$ cat src/rtl/pcr_pkg.sv
// shared types, constants and sample decode functions of the pcm converter
package pcr_pkg;

  // defaults of the top-level parameters
  localparam int MAX_CHANNELS_DEF    = 8;
  localparam int PHASE_FRAC_BITS_DEF = 16;

  // output frames one input item can cause at most
  localparam int RESULT_CAP = 6;

  // queue depths
  localparam int CMD_Q_DEPTH = 2;
  localparam int OUT_Q_DEPTH = 4;

  // configuration register indexes
  localparam logic [1:0] REG_SAMPLE_WIDTH = 2'd0;
  localparam logic [1:0] REG_FLOAT        = 2'd1;
  localparam logic [1:0] REG_CHANNELS     = 2'd2;
  localparam logic [1:0] REG_STEP         = 2'd3;

  // sample width codes
  localparam logic [1:0] WC_8  = 2'd0;
  localparam logic [1:0] WC_16 = 2'd1;
  localparam logic [1:0] WC_24 = 2'd2;
  localparam logic [1:0] WC_32 = 2'd3;

  // what a request does in the back end
  typedef enum logic [1:0] {
    OP_NONE,
    OP_FRAME,
    OP_END
  } cmd_op_t;

  // back end sequencer states
  typedef enum logic [1:0] {
    BK_IDLE,
    BK_MUL,
    BK_OUT
  } bk_state_t;

  // decoded request from front to back
  typedef struct packed {
    logic              restart;
    cmd_op_t           op;
    logic              bypass;
    logic signed [15:0] left;
    logic signed [15:0] right;
  } cmd_t;

  // one output frame
  typedef struct packed {
    logic signed [15:0] left_sample;
    logic signed [15:0] right_sample;
    logic               last_of_run;
  } out_t;

  // ieee single to s16: times 32767, clipped, truncated toward zero
  function automatic logic signed [15:0] pcr_float_to_s16(input logic [31:0] u);
    logic               neg;
    logic [7:0]         ex;
    logic [23:0]        man;
    logic [38:0]        mag;
    logic [38:0]        shf;
    logic [7:0]         sh;
    logic signed [15:0] res;
    neg = u[31];
    ex  = u[30:23];
    man = (ex == 8'd0) ? {1'b0, u[22:0]} : {1'b1, u[22:0]};
    // man * 32767 as a shift and a subtract
    mag = ({15'd0, man} << 15) - {15'd0, man};
    sh  = (ex == 8'd0) ? 8'd149 : (8'd150 - ex);
    shf = (sh > 8'd38) ? '0 : (mag >> sh[5:0]);
    if (ex == 8'hff) begin
      // nan gives zero, infinities saturate
      if (u[22:0] != 23'd0) res = 16'sd0;
      else res = neg ? 16'sh8000 : 16'sh7fff;
    end else if (ex >= 8'd150) begin
      res = neg ? 16'sh8000 : 16'sh7fff;
    end else if (neg) begin
      res = (shf > 39'd32768) ? 16'sh8000 : $signed(~shf[15:0] + 16'd1);
    end else begin
      res = (shf > 39'd32767) ? 16'sh7fff : $signed(shf[15:0]);
    end
    return res;
  endfunction

  // gathered little-endian sample word to s16
  function automatic logic signed [15:0] pcr_decode(input logic [31:0] g,
                                                    input logic [1:0]  wcode,
                                                    input logic        flt);
    logic signed [15:0] res;
    unique case (wcode)
      WC_8:    res = $signed({~g[7], g[6:0], 8'h00});
      WC_16:   res = $signed(g[15:0]);
      WC_24:   res = $signed(g[23:8]);
      default: res = flt ? pcr_float_to_s16(g) : $signed(g[31:16]);
    endcase
    return res;
  endfunction

endpackage

$ cat src/rtl/pcr_fifo.sv
// small register fifo used between the stages
module pcr_fifo
  import pcr_pkg::*;
#(
  parameter int WIDTH = 8,
  parameter int DEPTH = 2
) (
  input  logic             clk,
  input  logic             rst_n,
  input  logic             push,
  input  logic [WIDTH-1:0] wdata,
  output logic             full,
  input  logic             pop,
  output logic [WIDTH-1:0] rdata,
  output logic             empty
);

  localparam int PTR_W = (DEPTH > 1) ? $clog2(DEPTH) : 1;
  localparam int CNT_W = $clog2(DEPTH + 1);

  logic [WIDTH-1:0] mem_r [DEPTH];
  logic [PTR_W-1:0] wr_ptr_r, rd_ptr_r;
  logic [CNT_W-1:0] count_r;
  logic             do_push, do_pop;

  assign full    = (count_r == CNT_W'(DEPTH));
  assign empty   = (count_r == '0);
  assign do_push = push && !full;
  assign do_pop  = pop && !empty;
  assign rdata   = mem_r[rd_ptr_r];

  // storage
  always_ff @(posedge clk) begin
    if (do_push) mem_r[wr_ptr_r] <= wdata;
  end

  // pointers and fill count
  always_ff @(posedge clk) begin
    if (!rst_n) begin
      wr_ptr_r <= '0;
      rd_ptr_r <= '0;
      count_r  <= '0;
    end else begin
      if (do_push) wr_ptr_r <= (wr_ptr_r == PTR_W'(DEPTH - 1)) ? '0 : wr_ptr_r + 1'b1;
      if (do_pop)  rd_ptr_r <= (rd_ptr_r == PTR_W'(DEPTH - 1)) ? '0 : rd_ptr_r + 1'b1;
      if (do_push && !do_pop)      count_r <= count_r + 1'b1;
      else if (do_pop && !do_push) count_r <= count_r - 1'b1;
    end
  end

endmodule

$ cat src/rtl/pcr_front.sv
// front end: byte assembly into frames, sample decode, request issue
module pcr_front
  import pcr_pkg::*;
#(
  parameter int MAX_CHANNELS = MAX_CHANNELS_DEF
) (
  input  logic       clk,
  input  logic       rst_n,
  input  logic       in_push,
  output logic       in_full,
  input  logic [7:0] in_data_byte,
  input  logic       in_end_of_data,
  input  logic       in_restart,
  input  logic [1:0] sample_width_code,
  input  logic       float_samples,
  input  logic [3:0] channel_count,
  input  logic       bypass,
  output logic       q_push,
  output cmd_t       q_data,
  input  logic       q_full
);

  localparam int POS_W = $clog2(4 * MAX_CHANNELS);
  localparam int CH_W  = $clog2(MAX_CHANNELS + 1);
  localparam int LEN_W = POS_W + 1;

  // request as captured, decoded on its way into the queue
  typedef struct packed {
    logic        restart;
    cmd_op_t     op;
    logic        bypass;
    logic        mono;
    logic [1:0]  wcode;
    logic        flt;
    logic [31:0] lraw;
    logic [31:0] rraw;
  } raw_cmd_t;

  logic [POS_W-1:0] pos_r, pos_nxt, pos_c;
  logic [31:0]      lg_r, lg_nxt, lg_c;
  logic [31:0]      rg_r, rg_nxt, rg_c;
  logic             cmd_valid_r, cmd_valid_nxt;
  raw_cmd_t         cmd_r, cmd_nxt;

  logic             accept, issue, done, in_c0, in_c1, mono;
  logic [CH_W-1:0]  chn;
  logic [LEN_W-1:0] wx, posx, kdiff, flen;
  logic [1:0]       k;
  logic [31:0]      bsh, lg_new, rg_new;

  assign in_full = cmd_valid_r && q_full;
  assign accept  = in_push && !in_full;
  assign q_push  = cmd_valid_r && !q_full;

  // decode on the way into the queue
  always_comb begin
    q_data.restart = cmd_r.restart;
    q_data.op      = cmd_r.op;
    q_data.bypass  = cmd_r.bypass;
    q_data.left    = pcr_decode(cmd_r.lraw, cmd_r.wcode, cmd_r.flt);
    q_data.right   = cmd_r.mono ? q_data.left : pcr_decode(cmd_r.rraw, cmd_r.wcode, cmd_r.flt);
  end

  // frame geometry and byte placement
  always_comb begin
    pos_c = in_restart ? '0 : pos_r;
    lg_c  = in_restart ? '0 : lg_r;
    rg_c  = in_restart ? '0 : rg_r;
    if (channel_count == 4'd0) chn = CH_W'(1);
    else if (32'(channel_count) > 32'(MAX_CHANNELS)) chn = CH_W'(MAX_CHANNELS);
    else chn = CH_W'(channel_count);
    mono  = (chn == CH_W'(1));
    wx    = LEN_W'({1'b0, sample_width_code}) + LEN_W'(1);
    flen  = LEN_W'(wx * LEN_W'(chn));
    posx  = LEN_W'(pos_c);
    in_c0 = posx < wx;
    in_c1 = posx < (wx << 1);
    kdiff = posx - wx;
    k     = in_c0 ? posx[1:0] : kdiff[1:0];
    bsh   = {24'd0, in_data_byte} << {k, 3'b000};
    lg_new = in_c0 ? (lg_c | bsh) : lg_c;
    rg_new = (!in_c0 && in_c1) ? (rg_c | bsh) : rg_c;
    done  = (posx + LEN_W'(1)) >= flen;
    issue = in_restart || in_end_of_data || done;
  end

  // next assembly state and request capture
  always_comb begin
    pos_nxt       = pos_r;
    lg_nxt        = lg_r;
    rg_nxt        = rg_r;
    cmd_nxt       = cmd_r;
    cmd_valid_nxt = q_push ? 1'b0 : cmd_valid_r;
    if (accept) begin
      cmd_nxt.restart = in_restart;
      cmd_nxt.bypass  = bypass;
      cmd_nxt.mono    = mono;
      cmd_nxt.wcode   = sample_width_code;
      cmd_nxt.flt     = float_samples;
      cmd_nxt.lraw    = lg_new;
      cmd_nxt.rraw    = rg_new;
      if (in_end_of_data) begin
        pos_nxt     = '0;
        lg_nxt      = '0;
        rg_nxt      = '0;
        cmd_nxt.op  = OP_END;
      end else if (done) begin
        pos_nxt     = '0;
        lg_nxt      = '0;
        rg_nxt      = '0;
        cmd_nxt.op  = OP_FRAME;
      end else begin
        pos_nxt     = pos_c + 1'b1;
        lg_nxt      = lg_new;
        rg_nxt      = rg_new;
        cmd_nxt.op  = OP_NONE;
      end
      if (issue) cmd_valid_nxt = 1'b1;
    end
  end

  // registers
  always_ff @(posedge clk) begin
    if (!rst_n) begin
      pos_r       <= '0;
      lg_r        <= '0;
      rg_r        <= '0;
      cmd_valid_r <= 1'b0;
    end else begin
      pos_r       <= pos_nxt;
      lg_r        <= lg_nxt;
      rg_r        <= rg_nxt;
      cmd_valid_r <= cmd_valid_nxt;
    end
  end

  always_ff @(posedge clk) begin
    cmd_r <= cmd_nxt;
  end

endmodule

$ cat src/rtl/pcr_back.sv
// back end: frame pair, phase accumulator and interpolation sequencer
module pcr_back
  import pcr_pkg::*;
#(
  parameter int PHASE_FRAC_BITS = PHASE_FRAC_BITS_DEF
) (
  input  logic                       clk,
  input  logic                       rst_n,
  input  logic [PHASE_FRAC_BITS+2:0] step_ratio,
  input  logic                       q_empty,
  input  cmd_t                       q_data,
  output logic                       q_pop,
  input  logic                       out_full,
  output logic                       out_push,
  output out_t                       out_data
);

  localparam int PF     = PHASE_FRAC_BITS;
  localparam int PH_W   = PF + 4;
  localparam int ST_W   = PF + 3;
  localparam int PROD_W = PF + 18;
  localparam int NUM_W  = PF + 19;
  localparam int CNT_W  = $clog2(RESULT_CAP + 1);
  localparam int MIN_STEP_I = ((1 << PF) + 5) / 6;
  localparam logic [PH_W-1:0] PH_ONE   = PH_W'(1) << PF;
  localparam logic [ST_W-1:0] MIN_STEP = ST_W'(MIN_STEP_I);
  localparam logic [1:0] PR_NONE = 2'd0;
  localparam logic [1:0] PR_ONE  = 2'd1;
  localparam logic [1:0] PR_PAIR = 2'd2;

  bk_state_t state_r, state_nxt;
  logic signed [15:0] el_r, el_nxt, er_r, er_nxt;
  logic signed [15:0] ll_r, ll_nxt, lr_r, lr_nxt;
  logic [PH_W-1:0]    phase_r, phase_nxt;
  logic [1:0]         primed_r, primed_nxt;
  logic [CNT_W-1:0]   cnt_r, cnt_nxt;
  logic signed [PROD_W-1:0] prod_l_r, prod_l_nxt, prod_r_r, prod_r_nxt;

  logic               bypass_frame, start_run, run_done, last;
  logic signed [15:0] el_c, er_c, ll_c, lr_c;
  logic [PH_W-1:0]    phase_c, phase_add;
  logic [1:0]         primed_c;
  logic [ST_W-1:0]    step_eff;
  logic signed [16:0] d_l, d_r;
  logic signed [PF:0] t_s;
  logic signed [15:0] y_l, y_r;

  // exact (a << pf) + prod, divided by one with truncation toward zero
  function automatic logic signed [15:0] lerp_out(input logic signed [15:0] a,
                                                  input logic signed [PROD_W-1:0] p);
    logic signed [NUM_W-1:0] num;
    logic signed [NUM_W-1:0] q;
    logic                    adj;
    num = $signed({{3{a[15]}}, a, {PF{1'b0}}}) + $signed({p[PROD_W-1], p});
    q   = num >>> PF;
    adj = num[NUM_W-1] && (num[PF-1:0] != '0);
    return $signed(q[15:0] + {15'd0, adj});
  endfunction

  assign step_eff  = (step_ratio < MIN_STEP) ? MIN_STEP : step_ratio;
  assign phase_add = phase_r + PH_W'(step_eff);
  assign run_done  = (phase_r >= PH_ONE) || (cnt_r == CNT_W'(RESULT_CAP));
  assign last      = (phase_add >= PH_ONE) || (cnt_r + 1'b1 == CNT_W'(RESULT_CAP));
  assign bypass_frame = (q_data.op == OP_FRAME) && q_data.bypass;
  assign q_pop = (state_r == BK_IDLE) && !q_empty && !(bypass_frame && out_full);

  // interpolation operands
  assign d_l = $signed({ll_r[15], ll_r}) - $signed({el_r[15], el_r});
  assign d_r = $signed({lr_r[15], lr_r}) - $signed({er_r[15], er_r});
  assign t_s = $signed({1'b0, phase_r[PF-1:0]});
  assign y_l = lerp_out(el_r, prod_l_r);
  assign y_r = lerp_out(er_r, prod_r_r);

  // request handling: restart first, then the operation
  always_comb begin
    el_c     = q_data.restart ? '0 : el_r;
    er_c     = q_data.restart ? '0 : er_r;
    ll_c     = q_data.restart ? '0 : ll_r;
    lr_c     = q_data.restart ? '0 : lr_r;
    phase_c  = q_data.restart ? '0 : phase_r;
    primed_c = q_data.restart ? PR_NONE : primed_r;
    start_run = 1'b0;
    if (!q_data.bypass) begin
      if (q_data.op == OP_FRAME) begin
        priority case (primed_c)
          PR_NONE: begin
            el_c     = q_data.left;
            er_c     = q_data.right;
            primed_c = PR_ONE;
          end
          PR_ONE: begin
            ll_c      = q_data.left;
            lr_c      = q_data.right;
            primed_c  = PR_PAIR;
            start_run = 1'b1;
          end
          default: begin
            el_c      = ll_c;
            er_c      = lr_c;
            ll_c      = q_data.left;
            lr_c      = q_data.right;
            if (phase_c >= PH_ONE) phase_c = phase_c - PH_ONE;
            start_run = 1'b1;
          end
        endcase
      end else if (q_data.op == OP_END && primed_c == PR_ONE) begin
        ll_c      = el_c;
        lr_c      = er_c;
        primed_c  = PR_PAIR;
        start_run = 1'b1;
      end
    end
  end

  // next state
  always_comb begin
    state_nxt = state_r;
    unique case (state_r)
      BK_IDLE: if (q_pop && start_run) state_nxt = BK_MUL;
      BK_MUL:  state_nxt = run_done ? BK_IDLE : BK_OUT;
      BK_OUT: begin
        if (!out_full) state_nxt = last ? BK_IDLE : BK_MUL;
      end
      default: state_nxt = BK_IDLE;
    endcase
  end

  // datapath and outputs
  always_comb begin
    el_nxt     = el_r;
    er_nxt     = er_r;
    ll_nxt     = ll_r;
    lr_nxt     = lr_r;
    phase_nxt  = phase_r;
    primed_nxt = primed_r;
    cnt_nxt    = cnt_r;
    prod_l_nxt = prod_l_r;
    prod_r_nxt = prod_r_r;
    out_push   = 1'b0;
    out_data.left_sample  = y_l;
    out_data.right_sample = y_r;
    out_data.last_of_run  = last;
    unique case (state_r)
      BK_IDLE: begin
        if (q_pop) begin
          el_nxt     = el_c;
          er_nxt     = er_c;
          ll_nxt     = ll_c;
          lr_nxt     = lr_c;
          phase_nxt  = phase_c;
          primed_nxt = primed_c;
          cnt_nxt    = '0;
          if (bypass_frame) begin
            out_push              = 1'b1;
            out_data.left_sample  = q_data.left;
            out_data.right_sample = q_data.right;
            out_data.last_of_run  = 1'b1;
          end
        end
      end
      BK_MUL: begin
        prod_l_nxt = PROD_W'(d_l * t_s);
        prod_r_nxt = PROD_W'(d_r * t_s);
      end
      BK_OUT: begin
        if (!out_full) begin
          out_push  = 1'b1;
          phase_nxt = phase_add;
          cnt_nxt   = cnt_r + 1'b1;
        end
      end
      default: ;
    endcase
  end

  // control registers
  always_ff @(posedge clk) begin
    if (!rst_n) begin
      state_r  <= BK_IDLE;
      el_r     <= '0;
      er_r     <= '0;
      ll_r     <= '0;
      lr_r     <= '0;
      phase_r  <= '0;
      primed_r <= PR_NONE;
      cnt_r    <= '0;
    end else begin
      state_r  <= state_nxt;
      el_r     <= el_nxt;
      er_r     <= er_nxt;
      ll_r     <= ll_nxt;
      lr_r     <= lr_nxt;
      phase_r  <= phase_nxt;
      primed_r <= primed_nxt;
      cnt_r    <= cnt_nxt;
    end
  end

  // product registers
  always_ff @(posedge clk) begin
    prod_l_r <= prod_l_nxt;
    prod_r_r <= prod_r_nxt;
  end

`ifndef SYNTHESIS
  a_run_needs_pair: assert property (@(posedge clk) disable iff (!rst_n)
    (state_r != BK_IDLE) |-> (primed_r == PR_PAIR))
    else $error("interpolation running without a full frame pair");
  a_run_count_cap: assert property (@(posedge clk) disable iff (!rst_n)
    cnt_r <= CNT_W'(RESULT_CAP))
    else $error("run produced more frames than the cap");
  a_out_phase_in_range: assert property (@(posedge clk) disable iff (!rst_n)
    (state_r == BK_OUT) |-> (phase_r < PH_ONE))
    else $error("output stage reached with phase at or above one");
  a_last_ends_run: assert property (@(posedge clk) disable iff (!rst_n)
    (state_r == BK_OUT && out_push && out_data.last_of_run) |=> (state_r == BK_IDLE))
    else $error("run continued after its last frame");
`endif

endmodule

$ cat src/rtl/pcm_convert_linear_resampler.sv
// top level: configuration registers, front end, request queue, back end, result queue
//
// PCM to signed 16-bit stereo converter with linear-interpolation resampling.
// Raw little-endian sample bytes are pushed in one per cycle while in_full is
// low; the front end assembles frames of up to MAX_CHANNELS channels, keeps
// the first two (mono is repeated on both sides) and decodes 8/16/24/32-bit
// integer or float32 samples. Each completed frame, end marker or restart
// travels through a two-entry request queue to the back end. With step_ratio
// equal to one the frame is pushed to the result queue as it is popped.
// Otherwise the back end interpolates between the earlier and later frame at
// the unsigned 4.16 phase: each output frame passes through BK_MUL (the pair of
// multipliers) and BK_OUT (the add, truncation and phase update), and a request
// gives at most six frames; a run whose phase is already past the pair goes
// from BK_MUL straight back to idle. A full result queue stalls the back end
// in BK_OUT. Results wait in a four-entry queue; pop them while empty is low.
// Configuration is written through cfg_wr_en, cfg_index and cfg_wdata; the user
// must do so only while no request is in flight, the block does not enforce it.
module pcm_convert_linear_resampler
  import pcr_pkg::*;
#(
  parameter int MAX_CHANNELS    = MAX_CHANNELS_DEF,
  parameter int PHASE_FRAC_BITS = PHASE_FRAC_BITS_DEF
) (
  input  logic                       clk,
  input  logic                       rst_n,
  input  logic                       in_push,
  output logic                       in_full,
  input  logic [7:0]                 in_data_byte,
  input  logic                       in_end_of_data,
  input  logic                       in_restart,
  output logic                       out_empty,
  input  logic                       out_pop,
  output logic signed [15:0]         out_left_sample,
  output logic signed [15:0]         out_right_sample,
  output logic                       out_last_of_run,
  input  logic                       cfg_wr_en,
  input  logic [1:0]                 cfg_index,
  input  logic [PHASE_FRAC_BITS+2:0] cfg_wdata
);

  localparam int ST_W = PHASE_FRAC_BITS + 3;
  localparam logic [ST_W-1:0] STEP_ONE = ST_W'(1) << PHASE_FRAC_BITS;

  logic [1:0]      width_code_r;
  logic            float_r;
  logic [3:0]      channels_r;
  logic [ST_W-1:0] step_r;

  logic  cq_push, cq_full, cq_pop, cq_empty;
  cmd_t  cq_wdata, cq_rdata;
  logic  oq_push, oq_full;
  out_t  oq_wdata, oq_rdata;

  // configuration registers
  always_ff @(posedge clk) begin
    if (!rst_n) begin
      width_code_r <= WC_16;
      float_r      <= 1'b0;
      channels_r   <= 4'd2;
      step_r       <= STEP_ONE;
    end else if (cfg_wr_en) begin
      unique case (cfg_index)
        REG_SAMPLE_WIDTH: width_code_r <= cfg_wdata[1:0];
        REG_FLOAT:        float_r      <= cfg_wdata[0];
        REG_CHANNELS:     channels_r   <= cfg_wdata[3:0];
        REG_STEP:         step_r       <= cfg_wdata;
        default:          ;
      endcase
    end
  end

  // byte assembly and decode
  pcr_front #(
    .MAX_CHANNELS (MAX_CHANNELS)
  ) u_front (
    .clk               (clk),
    .rst_n             (rst_n),
    .in_push           (in_push),
    .in_full           (in_full),
    .in_data_byte      (in_data_byte),
    .in_end_of_data    (in_end_of_data),
    .in_restart        (in_restart),
    .sample_width_code (width_code_r),
    .float_samples     (float_r),
    .channel_count     (channels_r),
    .bypass            (step_r == STEP_ONE),
    .q_push            (cq_push),
    .q_data            (cq_wdata),
    .q_full            (cq_full)
  );

  // request queue
  pcr_fifo #(
    .WIDTH ($bits(cmd_t)),
    .DEPTH (CMD_Q_DEPTH)
  ) u_cmd_q (
    .clk   (clk),
    .rst_n (rst_n),
    .push  (cq_push),
    .wdata (cq_wdata),
    .full  (cq_full),
    .pop   (cq_pop),
    .rdata (cq_rdata),
    .empty (cq_empty)
  );

  // resampler
  pcr_back #(
    .PHASE_FRAC_BITS (PHASE_FRAC_BITS)
  ) u_back (
    .clk        (clk),
    .rst_n      (rst_n),
    .step_ratio (step_r),
    .q_empty    (cq_empty),
    .q_data     (cq_rdata),
    .q_pop      (cq_pop),
    .out_full   (oq_full),
    .out_push   (oq_push),
    .out_data   (oq_wdata)
  );

  // result queue
  pcr_fifo #(
    .WIDTH ($bits(out_t)),
    .DEPTH (OUT_Q_DEPTH)
  ) u_out_q (
    .clk   (clk),
    .rst_n (rst_n),
    .push  (oq_push),
    .wdata (oq_wdata),
    .full  (oq_full),
    .pop   (out_pop),
    .rdata (oq_rdata),
    .empty (out_empty)
  );

  assign out_left_sample  = oq_rdata.left_sample;
  assign out_right_sample = oq_rdata.right_sample;
  assign out_last_of_run  = oq_rdata.last_of_run;

endmodule

$ cat config.mk
export PLATFORM = sky130hd
export DESIGN_NAME = pcm_convert_linear_resampler
export DESIGN_NICKNAME = d
export VERILOG_FILES = /design/src/rtl/pcr_pkg.sv /design/src/rtl/pcr_fifo.sv /design/src/rtl/pcr_front.sv /design/src/rtl/pcr_back.sv /design/src/rtl/pcm_convert_linear_resampler.sv
export SDC_FILE = /design/constraint.sdc
export NUM_CORES = 2
export LEC_CHECK = 0
export BUFFER_PORTS_ARGS = -buffer_cell sky130_fd_sc_hd__buf_4
export CORE_MARGIN = 4
export CORE_UTILIZATION = 30
export CTS_CLUSTER_SIZE = 16
export DETAILED_ROUTE_END_ITERATION = 8
export GPL_ROUTABILITY_DRIVEN = 0
export PLACE_DENSITY = 0.55
export SYNTH_ARGS = -nofsm -noshare
export SYNTH_HDL_FRONTEND = slang
export SYNTH_HIERARCHICAL = 1
export SYNTH_SLANG_ARGS = --single-unit
$ cat constraint.sdc
create_clock -name clk -period 14.7 [get_ports clk]
set_input_delay 2.205 -clock clk [delete_from_list [all_inputs] [get_ports clk]]
set_output_delay 2.205 -clock clk [all_outputs]
set_load 0.05 [all_outputs]
==> impl_metrics.py <==
metrics = {
    "timing": {
        "min_period_ns": 9.53,
        "final.setup_skew_ns": 0.0358,
        "slew_of_the_pin_with_the_lowest_slew_margin_ns": 1.26,
        "min_period_over_period_pct": 64.8,
        "timing.final.hold_violations": 0,
        "slew_headroom_pct": 15.6,
        "timing.final.setup_violations": 0,
        "unrepaired_setup_endpoints_after_global_routing": "no",
        "setup_ws_ns": 5.17,
        "timing.fmax_mhz": 105,
        "setup-tns-final_ns": 0,
        "report.final.slew_viol_count": 0,
    },
    "logic_synthesis": {
        "yosys_register_bits": 545,
        "synth.yosys.seq_area_share_pct": 23.0,
        "synth.yosys.warnings": 6,
        "asyncSetResetFlopFracSynth_pct": 0,
        "ys_types": 124,
        "synth.avg_cell_area_um2": 8.71,
        "fraction_of_post_synthesis_cell_area_in_the_top_cell_type_by_area_pct": 17.8,
        "synthDominantAreaCellType": "fa_1",
        "synthesis.nets": 8088,
        "synth-edff-count": 344,
        "syn-instance-count": 7167,
        "post_synth_main_area_contributors": "fa_1 (18%), edfxtp_1 (17%), ha_1 (6.6%), dfxtp_1 (6.4%), inv_1 (5.2%)",
        "total_standard_cell_area_after_synthesis_mm2": 0.0624,
        "dominantRegCellSynth": "edfxtp_1",
    },
    "power": {
        "power_per_cell_area_mw_per_mm2": 95.5,
        "seqPwrFrac_pct": 28.4,
        "comb_power_share_pct": 44.8,
        "internal_power_mw": 3.63,
        "power.switching_fraction_pct": 44.1,
        "sw_power_mw": 2.86,
        "peakVddDrop_v": 0.000118,
        "p_leak_nw": 27.4,
        "power_frac_clock_pct": 26.8,
    },
    "final_layout": {
        "flow.area_growth_from_synthesis_pct": 8.90,
        "layout.nets": 7922,
        "drive_above_1_share_pct": 8.01,
    },
    "flow_run": {
        "cap_viol_max_count": 0,
    },
    "die": {
        "placeableCoreArea_mm2": 0.207,
        "number_of_cell_rows": 167,
        "chipHeight_um": 464,
        "floorplan.die_area_mm2": 0.215,
        "chipWidth_um": 464,
        "num_io_pins": 71,
        "initial_core_utilization_pct": 30.1,
    },
    "worst_setup_path": {
        "worstSetupPathType": "flip-flop to flip-flop",
        "critical_path.startpoint_type": "flip-flop",
        "worstPathMaxFanout": 24,
        "crit_top_cell": "fa_1",
        "worstPathArrival_ns": 9.92,
        "critical_path_sink_type": "flip-flop",
        "crit_required_ns": 15.09,
        "critPathSlowestCell": "fa_1",
        "critical-path-max-stage-delay_ns": 0.81,
    },
    "cts": {
        "postCtsSetupRepairBufs": 0,
        "clock_insertion_delay_worst_skew_ns": 0.66,
        "cts_made_buffers": 68,
        "clock_tree.htree_level_count": 3,
        "cts_root_buf": "clkbuf_16",
        "tritoncts": "built",
        "clk_transition_reported_paths_ns": 0.06,
        "postCtsHoldBufs": 0,
        "cts.sink_count": 545,
        "clockBufferDepth": 3,
        "cts.repair.resized": 0,
    },
    "routing": {
        "post_drt_wl_per_cell_um": 21.0,
        "drc_errors": 0,
        "avgViaCountPerCell": 5.44,
        "route.antenna.remaining_nets": 0,
        "firstDrtPassIters": 7,
        "via_count": 53600,
        "totalWireLength_um": 207000,
        "first_iter_violations": 5558,
    },
    "status": {
        "run_status": "finished, final reports clean",
    },
    "global_routing": {
        "antenna_found_initial": 2,
        "grt_start_max_net_pins": 113,
        "gr-usage-all-layers_pct": 18.6,
        "grt_pass1_vias": 52600,
        "grt_remaining_overflow": 0,
        "grt_pass1_wl_um": 318000,
    },
    "placed_design": {
        "dp_worst_setup_slack_ns": 5.25,
        "dp.final_hpwl_um": 153000,
        "port-buffer-count": 70,
    },
    "min_path": {
        "hold_class": "flip-flop to flip-flop",
    },
}
-- metal layers --
metal | wire length, µm | GRT usage, % | vias up
met5 | 0 | 0 | -
met4 | 6770 | 5.81 | 0
met3 | 16200 | 3.31 | 410
met2 | 96000 | 30.3 | 2331
met1 | 87900 | 25.2 | 26500
li1 | - | - | 24400
-- synthesized netlist by cell type (all sizes together), types with 30 or more instances --
| cell | n |
|---|---|
| mux2 | 95 |
| mux2i | 84 |
| edfxtp | 344 |
| nor3 | 110 |
| nor4 | 58 |
| o31ai | 30 |
| nor2b | 171 |
| nand4 | 47 |
| a22oi | 49 |
| nand2 | 838 |
| a21boi | 117 |
| a211oi | 59 |
| ha | 330 |
| and3 | 48 |
| a31oi | 79 |
| fa | 555 |
| mux4 | 36 |
| or3 | 39 |
| o211ai | 94 |
| nand2b | 130 |
| or2 | 32 |
| inv | 861 |
| nand3 | 147 |
| dfxtp | 201 |
| a22o | 44 |
| and2 | 238 |
| xnor2 | 167 |
| clkbuf | 343 |
| o21ai | 330 |
| o22ai | 45 |
| a21oi | 329 |
| o21a | 48 |
| a21o | 82 |
| xor2 | 68 |
| nor2 | 413 |
| buf | 73 |
-- cell usage in the layout, fill, tap and decap left out, drive strengths merged, types with 32 or more instances in the layout --
| master | synthesis | final |
|---|---|---|
| a211oi | 59 | 59 |
| a21boi | 117 | 117 |
| a21o | 82 | 82 |
| a21oi | 329 | 329 |
| a22o | 44 | 44 |
| a22oi | 49 | 49 |
| a31oi | 79 | 79 |
| and2 | 238 | 238 |
| and3 | 48 | 48 |
| buf | 73 | 180 |
| clkbuf | 343 | 91 |
| dfxtp | 201 | 201 |
| edfxtp | 344 | 344 |
| fa | 555 | 555 |
| ha | 330 | 330 |
| inv | 861 | 870 |
| mux2 | 95 | 95 |
| mux2i | 84 | 84 |
| mux4 | 36 | 36 |
| nand2 | 838 | 838 |
| nand2b | 130 | 130 |
| nand3 | 147 | 147 |
| nand4 | 47 | 47 |
| nor2 | 413 | 413 |
| nor2b | 171 | 171 |
| nor3 | 110 | 110 |
| nor4 | 58 | 58 |
| o211ai | 94 | 94 |
| o21a | 48 | 48 |
| o21ai | 330 | 330 |
| o22ai | 45 | 45 |
| or2 | 32 | 32 |
| or3 | 39 | 39 |
| xnor2 | 167 | 167 |
| xor2 | 68 | 68 |
-- flip-flops by register name (all words and copies together) (netlist names), 4 cells and up, named ones only --
register and flops:
u_front/cmd_r 68, u_back/phase_r 20, u_front/rg_r 32, u_back/ll_r 16, u_back/prod_l_r 34, u_front/q_data 4, channels_r 4, u_back/prod_r_r 34
u_cmd_q/mem_r 72, u_front/pos_r 5, u_back/lr_r 16, u_front/lg_r 32, u_back/er_r 16, u_out_q/mem_r 132, step_r 19, u_back/el_r 16
-- power by group through the flow --
stage	sequential (mW)	combinational, mW	clock, mW
after floorplan	1.82	1.85	0
after global placement	1.87	2.83	0
after detailed placement	1.87	2.85	0
after CTS	1.84	2.86	1.79
after global routing	1.85	3.08	1.86
final	1.84	2.90	1.74
-- path summary, 6_finish.rpt --
kind / from / slack (ns) / cells after the start / endpoint
hold reg to reg: float_r / 0.46 / 0 / u_front/cmd_r[64]
setup reg to reg: u_back/er_r[2] / 5.17 / 34 / u_back/prod_r_r[32]
setup / recovery: u_back/er_r[2] / 5.17 / 34 / u_back/prod_r_r[32]
hold / removal: float_r / 0.46 / 0 / u_front/cmd_r[64]
-- kinds of logic after synthesis --
kind of cell	after synthesis	share of synthesized area [%]
AND/OR/NAND/NOR	2390	19.2
AO/OA/AOI/OAI	1618	17.7
buffers and inverters	1278	7.97
adder cells (fa/ha/maj)	885	24.4
flip-flops	545	23.0
XOR/XNOR	236	3.36
multiplexers	215	4.38
-- worst max-delay path, delay by kind of cell (launching register included) --
family	cells	cell delay, ns
adders and majority gates	7	3.69
AOI/OAI and AO/OA	13	2.94
xor gates and xnor gates	3	1.01
and+or+nand+nor	6	0.63
buffers and inverters	5	0.55
DFF	1	0.39
-- area by class of cell --
class                      instances  area, µm²
fill                           21500     139000
multi-input combinational       5344      43200
sequential                       545      14400
tap                             2788       3490
inverter                         862       3240
clock buffer                      91       1880
timing repair buffer             180       1360
clock inverter                    34        412
antenna                            1       2.50
-- stage by stage --
step           hold WS (ns)  cell area, µm²  util, %  power [mW]  cells
3_5_place_dp          0.451           65700     31.7        4.72   9719
5_1_grt               0.484           68000     32.8        6.79   9845
4_1_cts               0.465           67900     32.8        6.49   9844
6_report              0.462           68000     32.8        6.49   9845
3_3_place_gp          0.451           65700     31.7        4.70   9719
2_1_floorplan         0.408           62400        -        3.66   7167
Note: power is estimated with default switching activity, not from simulation.
